## config.mk

```make
export PLATFORM = sky130hd
export DESIGN_NAME = next_lexicographic_permutation_flat
export DESIGN_NICKNAME = d
export VERILOG_FILES = /design/src/hw/rtl/nlp_pkg.sv /design/src/hw/rtl/nlp_if.sv /design/src/hw/rtl/nlp_eng.sv /design/src/hw/rtl/nlp_load.sv /design/src/hw/rtl/next_lexicographic_permutation.sv /design/src/flat_wrapper.sv
export SDC_FILE = /design/constraint.sdc
export NUM_CORES = 2
export LEC_CHECK = 0
export BUFFER_PORTS_ARGS = -buffer_cell sky130_fd_sc_hd__buf_2
export CAP_MARGIN = 10
export CORE_ASPECT_RATIO = 0.5
export CORE_MARGIN = 2
export CORE_UTILIZATION = 50
export CTS_BUF_LIST = sky130_fd_sc_hd__clkbuf_16
export DETAILED_ROUTE_END_ITERATION = 12
export GPL_ROUTABILITY_DRIVEN = 0
export PLACE_DENSITY = 0.74
export SLEW_MARGIN = 15
export SYNTH_ARGS = -nofsm -noshare
export SYNTH_HDL_FRONTEND = slang
export SYNTH_HIERARCHICAL = 1
export SYNTH_SLANG_ARGS = --single-unit
```

## constraint.sdc

```tcl
create_clock -name i_clk -period 9.9 [get_ports i_clk]
set_clock_uncertainty 0.05 [all_clocks]
set_input_delay 0.99 -clock i_clk [delete_from_list [all_inputs] [get_ports i_clk]]
set_output_delay 0.99 -clock i_clk [all_outputs]
set_load 0.1 [all_outputs]
```

## src/hw/rtl/nlp_pkg.sv

```systemverilog
// Package for the next-permutation block: shared types.
// No dependencies.
package nlp_pkg;
    typedef struct packed {
        logic [7:0] char_in;
        logic       last_in;
    } t_in;

    typedef struct packed {
        logic [7:0] char_out;
        logic       last_out;
        logic       no_answer;
        logic       overflow;
    } t_out;

    // Command passed from the loader to the engine through the queue.
    typedef struct packed {
        logic [6:0] len;
        logic       ovf;
        logic       bank;
    } t_cmd;
endpackage

```

## src/hw/rtl/nlp_if.sv

```systemverilog
// Valid/ready channel interface carrying one payload struct.
// No dependencies; the payload type is a parameter.
interface nlp_if #(parameter type T = logic) ();
    logic valid;
    logic ready;
    T     data;
    modport source (output valid, output data, input ready);
    modport sink   (input valid, input data, output ready);
endinterface

```

## src/hw/rtl/nlp_eng.sv

```systemverilog
// Back end: pivot search, swap, suffix reversal and emit over a memory.
// Depends on nlp_pkg and nlp_if.
module nlp_eng import nlp_pkg::*; #(
    parameter int AW = 7
) (
    input  logic          i_clk,
    input  logic          i_rst_n,
    // memory write port from loader
    input  logic          i_wr_en,
    input  logic          i_wr_bank,
    input  logic [AW-1:0] i_wr_addr,
    input  logic [7:0]    i_wr_data,
    // high while the engine owns the memory write port
    output logic          o_wr_busy,
    // command queue head; popped once the string is fully emitted
    input  logic          i_cmd_valid,
    input  t_cmd          i_cmd,
    output logic          o_cmd_pop,
    nlp_if.source         o_res
);
    localparam logic [3:0] S_IDLE = 4'd0, S_PRD = 4'd1, S_PCMP = 4'd2,
        S_JRD = 4'd3, S_JCMP = 4'd4, S_SWA = 4'd5, S_SWB = 4'd6,
        S_RRD = 4'd7, S_RWA = 4'd8, S_RWB = 4'd9, S_ORD = 4'd10,
        S_OUT = 4'd11, S_NONE = 4'd12;

    logic [7:0] r_mem [0:2**(AW+1)-1];
    logic [AW:0] r_raddr;
    logic [7:0] r_rdata;
    logic       w_en;
    logic [AW:0] w_addr;
    logic [7:0] w_data;

    logic [3:0]    r_st;
    logic [AW-1:0] r_i, r_j, r_n;
    logic [7:0]    r_a, r_b, r_piv;
    logic          r_bank, r_ovf, r_first;
    logic          r_ov;
    t_out          r_res;

    always_ff @(posedge i_clk) begin
        if (w_en) r_mem[w_addr] <= w_data;
        else if (i_wr_en) r_mem[{i_wr_bank, i_wr_addr}] <= i_wr_data;
        r_rdata <= r_mem[r_raddr];
    end

    assign o_res.valid = r_ov;
    assign o_res.data  = r_res;
    assign o_wr_busy   = w_en;

    always_comb begin
        w_en = 1'b0;
        w_addr = {r_bank, r_i};
        w_data = r_b;
        o_cmd_pop = 1'b0;
        case (r_st)
            S_SWA: begin w_en = 1'b1; w_addr = {r_bank, r_i}; w_data = r_b; end
            S_SWB: begin w_en = 1'b1; w_addr = {r_bank, r_j}; w_data = r_piv; end
            // r_rdata holds the high byte of the pair here
            S_RWA: begin w_en = 1'b1; w_addr = {r_bank, r_i}; w_data = r_rdata; end
            S_RWB: begin w_en = 1'b1; w_addr = {r_bank, r_j}; w_data = r_a; end
            S_OUT: begin
                if ((!r_ov || o_res.ready) && (r_i == r_n - 1'b1)) o_cmd_pop = 1'b1;
            end
            S_NONE: begin
                if (!r_ov || o_res.ready) o_cmd_pop = 1'b1;
            end
            default: ;
        endcase
    end

    always_ff @(posedge i_clk) begin
        if (!i_rst_n) begin
            r_st <= S_IDLE;
            r_ov <= 1'b0;
        end else begin
            if (r_ov && o_res.ready) r_ov <= 1'b0;
            case (r_st)
                S_IDLE: if (i_cmd_valid) begin
                    r_bank <= i_cmd.bank;
                    r_ovf  <= i_cmd.ovf;
                    r_n    <= i_cmd.len[AW-1:0];
                    if (i_cmd.len < 7'd2) r_st <= S_NONE;
                    else begin
                        r_i <= AW'(i_cmd.len - 7'd1);
                        r_raddr <= {i_cmd.bank, AW'(i_cmd.len - 7'd1)};
                        r_first <= 1'b1;
                        r_st <= S_PRD;
                    end
                end
                // scan down: r_b holds s[i+1], read s[i]
                S_PRD: begin
                    r_st <= S_PCMP;
                end
                S_PCMP: begin
                    if (r_first) begin
                        r_first <= 1'b0;
                        r_b <= r_rdata;
                        r_i <= r_i - 1'b1;
                        r_raddr <= {r_bank, r_i - 1'b1};
                        r_st <= S_PRD;
                    end else if (r_rdata < r_b) begin
                        r_piv <= r_rdata;
                        r_j <= r_n - 1'b1;
                        r_raddr <= {r_bank, r_n - 1'b1};
                        r_st <= S_JRD;
                    end else if (r_i == '0) begin
                        r_st <= S_NONE;
                    end else begin
                        r_b <= r_rdata;
                        r_i <= r_i - 1'b1;
                        r_raddr <= {r_bank, r_i - 1'b1};
                        r_st <= S_PRD;
                    end
                end
                S_JRD: r_st <= S_JCMP;
                S_JCMP: begin
                    if (r_rdata > r_piv) begin
                        r_b <= r_rdata;
                        r_st <= S_SWA;
                    end else begin
                        r_j <= r_j - 1'b1;
                        r_raddr <= {r_bank, r_j - 1'b1};
                        r_st <= S_JRD;
                    end
                end
                S_SWA: r_st <= S_SWB;
                S_SWB: begin
                    r_i <= r_i + 1'b1;
                    r_j <= r_n - 1'b1;
                    r_st <= S_RRD;
                    r_first <= 1'b1;
                    r_raddr <= {r_bank, r_i + 1'b1};
                end
                // reverse: read lo into r_a, hi into r_b, write back swapped
                S_RRD: begin
                    if (r_i >= r_j) begin
                        r_i <= '0;
                        r_raddr <= {r_bank, {AW{1'b0}}};
                        r_st <= S_ORD;
                    end else if (r_first) begin
                        r_first <= 1'b0;
                        r_raddr <= {r_bank, r_j};
                    end else begin
                        r_a <= r_rdata;
                        r_st <= S_RWA;
                    end
                end
                S_RWA: begin
                    r_b <= r_rdata;
                    r_st <= S_RWB;
                end
                S_RWB: begin
                    r_i <= r_i + 1'b1;
                    r_j <= r_j - 1'b1;
                    r_raddr <= {r_bank, r_i + 1'b1};
                    r_first <= 1'b1;
                    r_st <= S_RRD;
                end
                S_ORD: begin
                    // wait for read data, then an output slot
                    if (!r_ov || o_res.ready) begin
                        r_st <= S_OUT;
                    end
                end
                S_OUT: begin
                    if (!r_ov || o_res.ready) begin
                        r_ov <= 1'b1;
                        r_res.char_out  <= r_rdata;
                        r_res.last_out  <= (r_i == r_n - 1'b1);
                        r_res.no_answer <= 1'b0;
                        r_res.overflow  <= r_ovf;
                        if (r_i == r_n - 1'b1) r_st <= S_IDLE;
                        else begin
                            r_i <= r_i + 1'b1;
                            r_raddr <= {r_bank, r_i + 1'b1};
                            r_st <= S_ORD;
                        end
                    end
                end
                S_NONE: begin
                    if (!r_ov || o_res.ready) begin
                        r_ov <= 1'b1;
                        r_res.char_out  <= 8'd0;
                        r_res.last_out  <= 1'b1;
                        r_res.no_answer <= 1'b1;
                        r_res.overflow  <= r_ovf;
                        r_st <= S_IDLE;
                    end
                end
                default: r_st <= S_IDLE;
            endcase
        end
    end
endmodule

```

## src/hw/rtl/nlp_load.sv

```systemverilog
// Front end: stores incoming bytes into a bank and queues a command per string.
// Depends on nlp_pkg and nlp_if.
module nlp_load import nlp_pkg::*; #(
    parameter int MAX_LEN = 64,
    parameter int AW = 7
) (
    input  logic          i_clk,
    input  logic          i_rst_n,
    nlp_if.sink           i_in,
    output logic          o_wr_en,
    output logic          o_wr_bank,
    output logic [AW-1:0] o_wr_addr,
    output logic [7:0]    o_wr_data,
    input  logic          i_wr_busy,
    input  logic          i_cmd_pop,
    output logic          o_cmd_valid,
    output t_cmd          o_cmd
);
    // Two-entry command queue; each entry owns one memory bank until popped.
    t_cmd       r_q [0:1];
    logic [1:0] r_cnt;
    logic       r_rp, r_wp;
    logic [6:0] r_len;
    logic       r_ovf;
    logic       w_acc, w_push, w_full;

    assign w_full = (r_len >= 7'(MAX_LEN));
    // hold off while the queue is full or the engine uses the memory write port
    assign i_in.ready = (r_cnt != 2'd2) && !i_wr_busy;
    assign w_acc  = i_in.valid && i_in.ready;
    assign w_push = w_acc && i_in.data.last_in;
    assign o_wr_en   = w_acc && !w_full;
    assign o_wr_bank = r_wp;
    assign o_wr_addr = r_len[AW-1:0];
    assign o_wr_data = i_in.data.char_in;
    assign o_cmd_valid = (r_cnt != 2'd0);
    assign o_cmd = r_q[r_rp];

    always_ff @(posedge i_clk) begin
        if (w_push) begin
            r_q[r_wp].len  <= w_full ? r_len : r_len + 7'd1;
            r_q[r_wp].ovf  <= r_ovf || w_full;
            r_q[r_wp].bank <= r_wp;
        end
    end

    always_ff @(posedge i_clk) begin
        if (!i_rst_n) begin
            r_cnt <= '0; r_rp <= 1'b0; r_wp <= 1'b0;
            r_len <= '0; r_ovf <= 1'b0;
        end else begin
            if (w_acc) begin
                if (w_push) begin
                    r_len <= '0; r_ovf <= 1'b0; r_wp <= !r_wp;
                end else if (w_full) r_ovf <= 1'b1;
                else r_len <= r_len + 7'd1;
            end
            if (i_cmd_pop) r_rp <= !r_rp;
            r_cnt <= r_cnt + {1'b0, w_push} - {1'b0, i_cmd_pop};
        end
    end
endmodule

```

## src/hw/rtl/next_lexicographic_permutation.sv

```systemverilog
// Next lexicographic permutation: byte stream in, next permutation out.
// Input channel carries char_in/last_in; output carries char_out, last_out,
// no_answer and overflow. A string of n bytes loads at one byte per cycle,
// unless the queue is full or the engine is writing, into one of two memory
// banks, so the next string loads while the previous one is processed. After
// the last byte the engine scans the string from the end for the pivot,
// scans for the swap partner, swaps, reverses the suffix and emits the
// result bytes one at a time. The memory has a single read port.
// The loader pauses for each cycle in which the engine writes the memory.
// Bytes past MAX_LEN are dropped and all results carry overflow.
// A string with no greater permutation yields one no_answer result.
// Reset clears the loader, the command queue and the engine; memory keeps
// its contents. If the receiver stalls, the engine holds its result and
// the loader keeps taking bytes until both banks are full.
// Depends on nlp_pkg, nlp_if, nlp_load and nlp_eng.
module next_lexicographic_permutation import nlp_pkg::*; #(
    parameter int MAX_LEN = 64
) (
    input  logic  i_clk,
    input  logic  i_rst_n,
    nlp_if.sink   i_in,
    nlp_if.source o_out
);
    localparam int AW = $clog2(MAX_LEN + 1);
    logic          w_wr_en, w_wr_bank, w_pop, w_cmd_valid, w_wr_busy;
    logic [AW-1:0] w_wr_addr;
    logic [7:0]    w_wr_data;
    t_cmd          w_cmd;

    nlp_load #(.MAX_LEN(MAX_LEN), .AW(AW)) u_load (
        .i_clk(i_clk), .i_rst_n(i_rst_n), .i_in(i_in),
        .o_wr_en(w_wr_en), .o_wr_bank(w_wr_bank), .o_wr_addr(w_wr_addr),
        .o_wr_data(w_wr_data), .i_wr_busy(w_wr_busy), .i_cmd_pop(w_pop),
        .o_cmd_valid(w_cmd_valid), .o_cmd(w_cmd)
    );

    nlp_eng #(.AW(AW)) u_eng (
        .i_clk(i_clk), .i_rst_n(i_rst_n),
        .i_wr_en(w_wr_en), .i_wr_bank(w_wr_bank), .i_wr_addr(w_wr_addr),
        .i_wr_data(w_wr_data), .o_wr_busy(w_wr_busy),
        .i_cmd_valid(w_cmd_valid), .i_cmd(w_cmd),
        .o_cmd_pop(w_pop), .o_res(o_out)
    );
endmodule

```

## src/flat_wrapper.sv

```systemverilog
// flat-port wrapper written by rule: the top's interface ports become plain ports
module next_lexicographic_permutation_flat import nlp_pkg::*;
#(
    parameter int MAX_LEN = 64
)
  (i_clk, i_rst_n, i_in_valid, i_in_data, i_in_ready, o_out_valid, o_out_data, o_out_ready);
  nlp_if #(.T(t_in)) i_in_i ();
  nlp_if #(.T(t_out)) o_out_i ();
  input  logic i_clk;
  input  logic i_rst_n;
  input wire logic [$bits(i_in_i.valid)-1:0] i_in_valid;
  input wire logic [$bits(i_in_i.data)-1:0] i_in_data;
  output wire logic [$bits(i_in_i.ready)-1:0] i_in_ready;
  output wire logic [$bits(o_out_i.valid)-1:0] o_out_valid;
  output wire logic [$bits(o_out_i.data)-1:0] o_out_data;
  input wire logic [$bits(o_out_i.ready)-1:0] o_out_ready;
  assign i_in_i.valid = i_in_valid;
  assign i_in_i.data = i_in_data;
  assign i_in_ready = i_in_i.ready;
  assign o_out_valid = o_out_i.valid;
  assign o_out_data = o_out_i.data;
  assign o_out_i.ready = o_out_ready;
  next_lexicographic_permutation #(.MAX_LEN(MAX_LEN)) u_core (.i_clk(i_clk), .i_rst_n(i_rst_n), .i_in(i_in_i), .o_out(o_out_i));
endmodule
```

=== Yosys cells after proc, flatten, opt, wreduce, memory -nomap -nowiden ===
Memory sizes are Yosys's and may differ from the RTL's. A register that Yosys moved wholly into a read port is not among the register bits.
Index checks and enable logic that the tools add are counted.

* Register bits after elaboration: 84
* Output and inout port bits: 13
* Memories: 2
* Bits of input ports: 13
* Memory bits (writable): 2066

{| class="wikitable"
|+ Memories
! memory !! depth !! width !! read ports !! clocked after Yosys merged registers in !! write ports !! line !! text
|-
| u_core.u_eng.r_mem || 256 || 8 || 1 || 1 || 1 || nlp_eng.sv:26 || <nowiki>logic [7:0] r_mem [0:2**(AW+1)-1];</nowiki>
|-
| u_core.u_load.r_q || 2 || 9 || 1 || 1 || 1 || nlp_load.sv:20 || <nowiki>t_cmd r_q [0:1];</nowiki>
|}

* Add/sub/neg operators: 8
* Bitwise operators: 2
* Eq/ne operators: 31
* Multiplexer cells: 74
* $lt $le $gt $ge: 5
* Reduce and logical (&&, ||, !) cells: 39

{| class="wikitable"
|+ Operator list
! operator !! count
|-
| 2-to-1 mux 8 bit || 16
|-
| 2-to-1 mux 7 bit || 14
|-
| one-hot mux 4 bit (12 select lines) || 1
|-
| one-hot mux 8 bit (3 select lines) || 2
|-
| one-hot mux 8 bit (6 select lines) || 1
|-
| 2-to-1 mux 4 bit || 11
|-
| one-hot mux 7 bit (5 select lines) || 1
|-
| one-hot mux 7 bit (4 select lines) || 1
|-
| subtractor 7 x 1 -> 7 bit (second input constant) || 4
|-
| inequality test 2 bit (second input constant) || 13
|-
| 2-to-1 mux 11 bit || 2
|-
| one-hot mux 11 bit (2 select lines) || 1
|-
| 2-to-1 mux 1 bit || 21
|-
| == test 4 bit (second input constant) || 5
|-
| AND reduction 5 bit || 4
|-
| AND reduction 9 bit || 2
|-
| == test 4 x 3 -> 1 bit (second input constant) || 4
|-
| adder 7 x 1 -> 7 bit (second input constant) || 2
|-
| inequality test 3 bit (second input constant) || 4
|-
| AND reduction 4 bit || 3
|-
| == test 4 x 2 -> 1 bit (second input constant) || 2
|-
| greater-than comparator 8 bit || 1
|-
| less-than comparator 8 bit || 1
|-
| nonzero test 4 bit || 2
|-
| other kinds (26) || 41
|}

=== Logic depth before layout (Yosys ltp) ===
* Depth after elaboration: 12
* Gate-level depth with buffers: 14

=== Cells and area by module ===
Netlist, hierarchy kept.

{| class="wikitable"
|+ Modules (own cells, without submodules)
! module !! sequential area each (µm²) !! area each (µm²) !! times used !! cells each
|-
| nlp_eng || 63771.2 || 84104.4 || 1 || 4148
|-
| nlp_load || 800.8 || 1438.9 || 1 || 117
|}

=== Worst setup path after synthesis ===
OpenSTA, ideal clock, no wires.

* Kind: input port to flip-flop
* Start: input port i_in_valid
* End: memory u_core.u_eng.r_mem[0][5], data pin
* Setup time: 1579 ps
* Slack: -588 ps
* Stages on the path: 8
* Arrival time: 8859 ps
* Buffers on the path: 2
* Cells stage by stage: nor2b_2 > nand2_2 > nor2_1 > nand2_2 > buf_6 > clkbuf_1 > nor2_1 > a21oi_1

* Word-level cells in the longest chain between the ends: 7

{| class="wikitable"
|+ RTL lines
! element !! line !! text
|-
| from (decl) || flat_wrapper.sv:11 || <nowiki>input wire logic [$bits(i_in_i.valid)-1:0] i_in_valid;</nowiki>
|-
| logical AND 1 bit || nlp_load.sv:30 || <nowiki>assign w_acc = i_in.valid && i_in.ready;</nowiki>
|-
| logical AND 1 bit || nlp_load.sv:32 || <nowiki>assign o_wr_en = w_acc && !w_full;</nowiki>
|-
| net u_core.w_wr_en || next_lexicographic_permutation.sv:25 || <nowiki>logic w_wr_en, w_wr_bank, w_pop, w_cmd_valid, w_wr_busy;</nowiki>
|-
| 2-to-1 mux 1 bit || nlp_eng.sv:42 || <nowiki>else if (i_wr_en) r_mem[{i_wr_bank, i_wr_addr}] <= i_wr_data;</nowiki>
|-
| 2-to-1 mux 1 bit || nlp_eng.sv:41 || <nowiki>if (w_en) r_mem[w_addr] <= w_data;</nowiki>
|-
| 2-to-1 mux 1 bit (implied by the code) || nlp_eng.sv:42 ||
|-
| OR reduction 8 bit (no source line) || - ||
|-
| 2-to-1 mux 8 bit (no source line) || - ||
|-
| to (decl) || nlp_eng.sv:26 ||
|}

The timed path passes the listed nets, and every way through them passes these cells.

=== Worst setup path after layout ===
* Start: register u_core.u_eng.r_st[3]
* End: memory u_core.u_eng.r_mem[65][5], data pin

* Word-level cells in the longest chain between the ends: 12
* Elaborated cells between the ends (all ways): 16

{| class="wikitable"
|+ RTL lines
! element !! line !! text
|-
| from (decl) || nlp_eng.sv:33 || <nowiki>logic [3:0] r_st;</nowiki>
|-
| from (signal assigned) || nlp_eng.sv:73 || <nowiki>r_st <= S_IDLE;</nowiki>
|-
| from (signal assigned) || nlp_eng.sv:82 || <nowiki>if (i_cmd.len < 7'd2) r_st <= S_NONE;</nowiki>
|-
| from (signal assigned) || nlp_eng.sv:87 || <nowiki>r_st <= S_PRD;</nowiki>
|-
| == test 4 bit / == test 4 x 3 -> 1 bit (equally long branches) || nlp_eng.sv:55 || <nowiki>case (r_st)</nowiki>
|-
| OR reduction 4 bit (no source line) * || - ||
|-
| 2-to-1 mux 1 bit * || nlp_eng.sv:55 ||
|-
| net u_core.w_wr_busy || next_lexicographic_permutation.sv:25 ||
|-
| zero test 1 bit * || nlp_load.sv:29 || <nowiki>assign i_in.ready = (r_cnt != 2'd2) && !i_wr_busy;</nowiki>
|-
| logical AND 1 bit * || nlp_load.sv:29 ||
|-
| logical AND 1 bit * || nlp_load.sv:30 ||
|-
| logical AND 1 bit * || nlp_load.sv:32 ||
|-
| net u_core.w_wr_en || next_lexicographic_permutation.sv:25 ||
|-
| 2-to-1 mux 1 bit * || nlp_eng.sv:42 ||
|-
| 2-to-1 mux 1 bit * || nlp_eng.sv:41 ||
|-
| 2-to-1 mux 1 bit (implied by the code) * || nlp_eng.sv:42 ||
|-
| OR reduction 8 bit (no source line) * || - ||
|-
| 2-to-1 mux 8 bit (no source line) * || - ||
|}

The timed path passes the listed nets; every way through them passes the cells marked *.

==> out/metrics.yaml <==
hold_ws_ns: 0.3740
end_kind: "flip-flop"
post-place-ws_ns: 4.641
cts_resized: 0
cts-buffers-inserted: 185
ys_seq_area_share_pct: 75.48
antenna_found_initial: 9
cp_top_family: "buffers and inverters"
cts_root_buffer: "clkbuf_16"
cts.sinks: 2159
async_reset_ff_share_pct: 0
first_pass_iters: 6
min-delay-path-class: "flip-flop to flip-flop"
synth_nets: 4310
drtAntennaViolNets: 0
synth-edff-count: 2133
irDropWorstVdd_uv: 329.8
rsz0062_at_grt: "no"
layout_commonest_cell: "edfxtp_1"
period_share_pct: 54.46
finalWirelength_um: 205600
fin_ws_ns: 4.508
fmax_mhz: 185.5
die_x_um: 589.0
critical_path_class: "flip-flop to flip-flop"
worstPathCellList: "inv_1 > a31oi_2 > inv_1 > nor2b_2 > nand2_2 > nor2_1 > nand2_2 > a21oi_4 > buf_4 > buf_4"
grt_max_degree: 233
cp.arrival_ns: 5.81
num_io_pins: 26
final_cells: 6736
route.vias.total: 43940
synth_flop_cell: "edfxtp_1"
clk_latency_ns: 0.82
die-area_um2: 174600
path_buf_inv: 4
finalSetupViolations: 0
synth_area_um2: 85540
dp.cells: 6385
p_per_area_nw_per_um2: 286.5
cp_slowest_cell: "a21oi_4"
path_clk_slew_ns: 0.06
synth_cells: 4265
clock_path_buffers: 3
yosys_warnings: 6
fillers: 12200
io_buffers: 25
vias_per_cell: 6.523
hold_viol_final: 0
nNetsFinal: 4330
drt_iter0_drc: 6555
status: "finished, final reports clean"
max_slew.worst_pin.slew_ns: 1.124
drc_errors: 0
row_count: 107
core_um2: 170000
ys_types: 83
drv_cap: 0
cts_tree: "built"
htreeDepth: 4
final_util_pct: 55.34
grt_pass1_vias: 42610
relSlewSlack_pct: 24.82
p_leak_uw: 0.02924
max_stage_delay_ns: 0.87
grt_overflow: 0
slew_viol_final: 0
postCtsSetupRepairBufs: 0
cp.required_ns: 10.32
wl_per_cell_um: 30.52
die_y_um: 296.5
layout_common_cells: "edfxtp_1 (2133), mux4_2 (478), nor2_1 (319), clkbuf_16 (193), o22ai_1 (118)"
worst_setup_path_start_kind: "flip-flop"
initial_utilization_pct: 50.31
drive_above_1_share_pct: 21.73
ys_seq_elements: 2159
crit_fanout: 80
total_power_uw: 26960
period_minus_slack_ns: 5.392
cts_hold_buf: 0
syn_to_final_growth_pct: 10.00
syn_avg_cell_area_um2: 20.06
gr-usage-all-layers_pct: 23.44
grt_pass1_wl_um: 298300
dp_hpwl_um: 120900
-- where the power goes --
part           switching [uW]  internal (uW)  total, uW
clock network            3230           4170       7400
registers                 220          11900      12200
logic                    5130           2280       7410
-- per-layer routing --
layer	up-vias	track usage (%)	part of all wire [%]
li1	17630	-	-
met2	3175	36.25	46
met1	22770	33.14	38
met4	6	7.666	3.1
met5	-	0	0.037
met3	364	5.737	13
-- worst reg2reg max path: cells and delay by family, from the launching register on --
kind,cells,cell delay [ns]
buffers and inverters,4,1.74
and+or+nand+nor,4,1.10
AOI/OAI and AO/OA,2,1.21
DFF,1,0.80
-- path summary, 6_finish.rpt --
kind	start	to	slack [ns]	cells past startpoint
max	u_core/u_eng/r_st[3]	u_core/u_eng/r_mem[65][5]	4.51	10
min reg2reg	u_core/u_eng/r_ovf	u_core/u_eng/o_res.data[0]	0.37	0
min	u_core/u_eng/r_ovf	u_core/u_eng/o_res.data[0]	0.37	0
max reg2reg	u_core/u_eng/r_st[3]	u_core/u_eng/r_mem[65][5]	4.51	10
-- cell families after synthesis --
family,synth area share (%)
multiplexers,14.19
XOR/XNOR,0.4929
adder cells (fa/ha/maj),0.4680
AO/OA/AOI/OAI,3.714
buffers and inverters,1.828
flip-flops,75.48
AND/OR/NAND/NOR,3.826
-- area by class of cell --
class	instances	area, um2	share of cell area [%]
repair buffers	88	769.5	0.8177
multi-input cells	1813	19530	20.76
clock inverters	154	1385	1.472
flip-flops and latches	2159	64570	68.62
well taps	2289	2864	3.044
clock buffers	193	4830	5.132
diodes	2	5.005	0.005319
inverters	38	142.6	0.1516
-- flip-flops by register name, indices dropped and copies added (netlist names), 8 cells and up, named ones only --
name	cells
u_core/u_eng/o_res.data	11
u_core/u_eng/r_a	8
u_core/u_eng/r_b	8
u_core/u_eng/r_mem	2048
u_core/u_eng/r_piv	8
u_core/u_eng/r_raddr	8
u_core/u_eng/r_rdata	8
u_core/u_load/r_q	18
-- synth_stat cells, drive strengths merged (4+ instances only) --
cell type | n | area (um2)
and3 | 8 | 55.05
o21ai | 37 | 185.2
mux2i | 105 | 1051
nor3 | 40 | 200.2
nand4 | 8 | 50.05
a2111oi | 4 | 35.03
a21boi | 4 | 30.03
nor4 | 20 | 125.1
buf | 151 | 1031
and2 | 20 | 132.6
or2 | 16 | 100.1
a31oi | 21 | 137.6
o211ai | 11 | 82.58
nand2 | 131 | 674.4
mux4 | 478 | 10770
nand3 | 23 | 115.1
nor2 | 334 | 1320
a221oi | 33 | 289.0
edfxtp | 2133 | 64050
a211oi | 41 | 307.8
or3 | 8 | 50.05
nand2b | 14 | 90.09
clkbuf | 104 | 390.4
dfxtp | 26 | 520.5
nand3b | 5 | 37.54
xor2 | 12 | 105.1
a21oi | 56 | 280.3
mux2 | 26 | 319.0
ha | 32 | 400.4
a22o | 30 | 262.8
xnor2 | 31 | 271.5
o22ai | 118 | 738.2
nor2b | 23 | 168.9
inv | 38 | 142.6
a22oi | 75 | 563.0
-- metrics by stage --
step | TNS (ns) | instance area (um2)
after floorplan | -974.73 | 85540
after global placement | 0 | 87810
after detailed placement | 0 | 87810
after CTS | 0 | 94020
after global routing | 0 | 94100
final | 0 | 94100
Note: power is estimated with default switching activity, not from simulation.
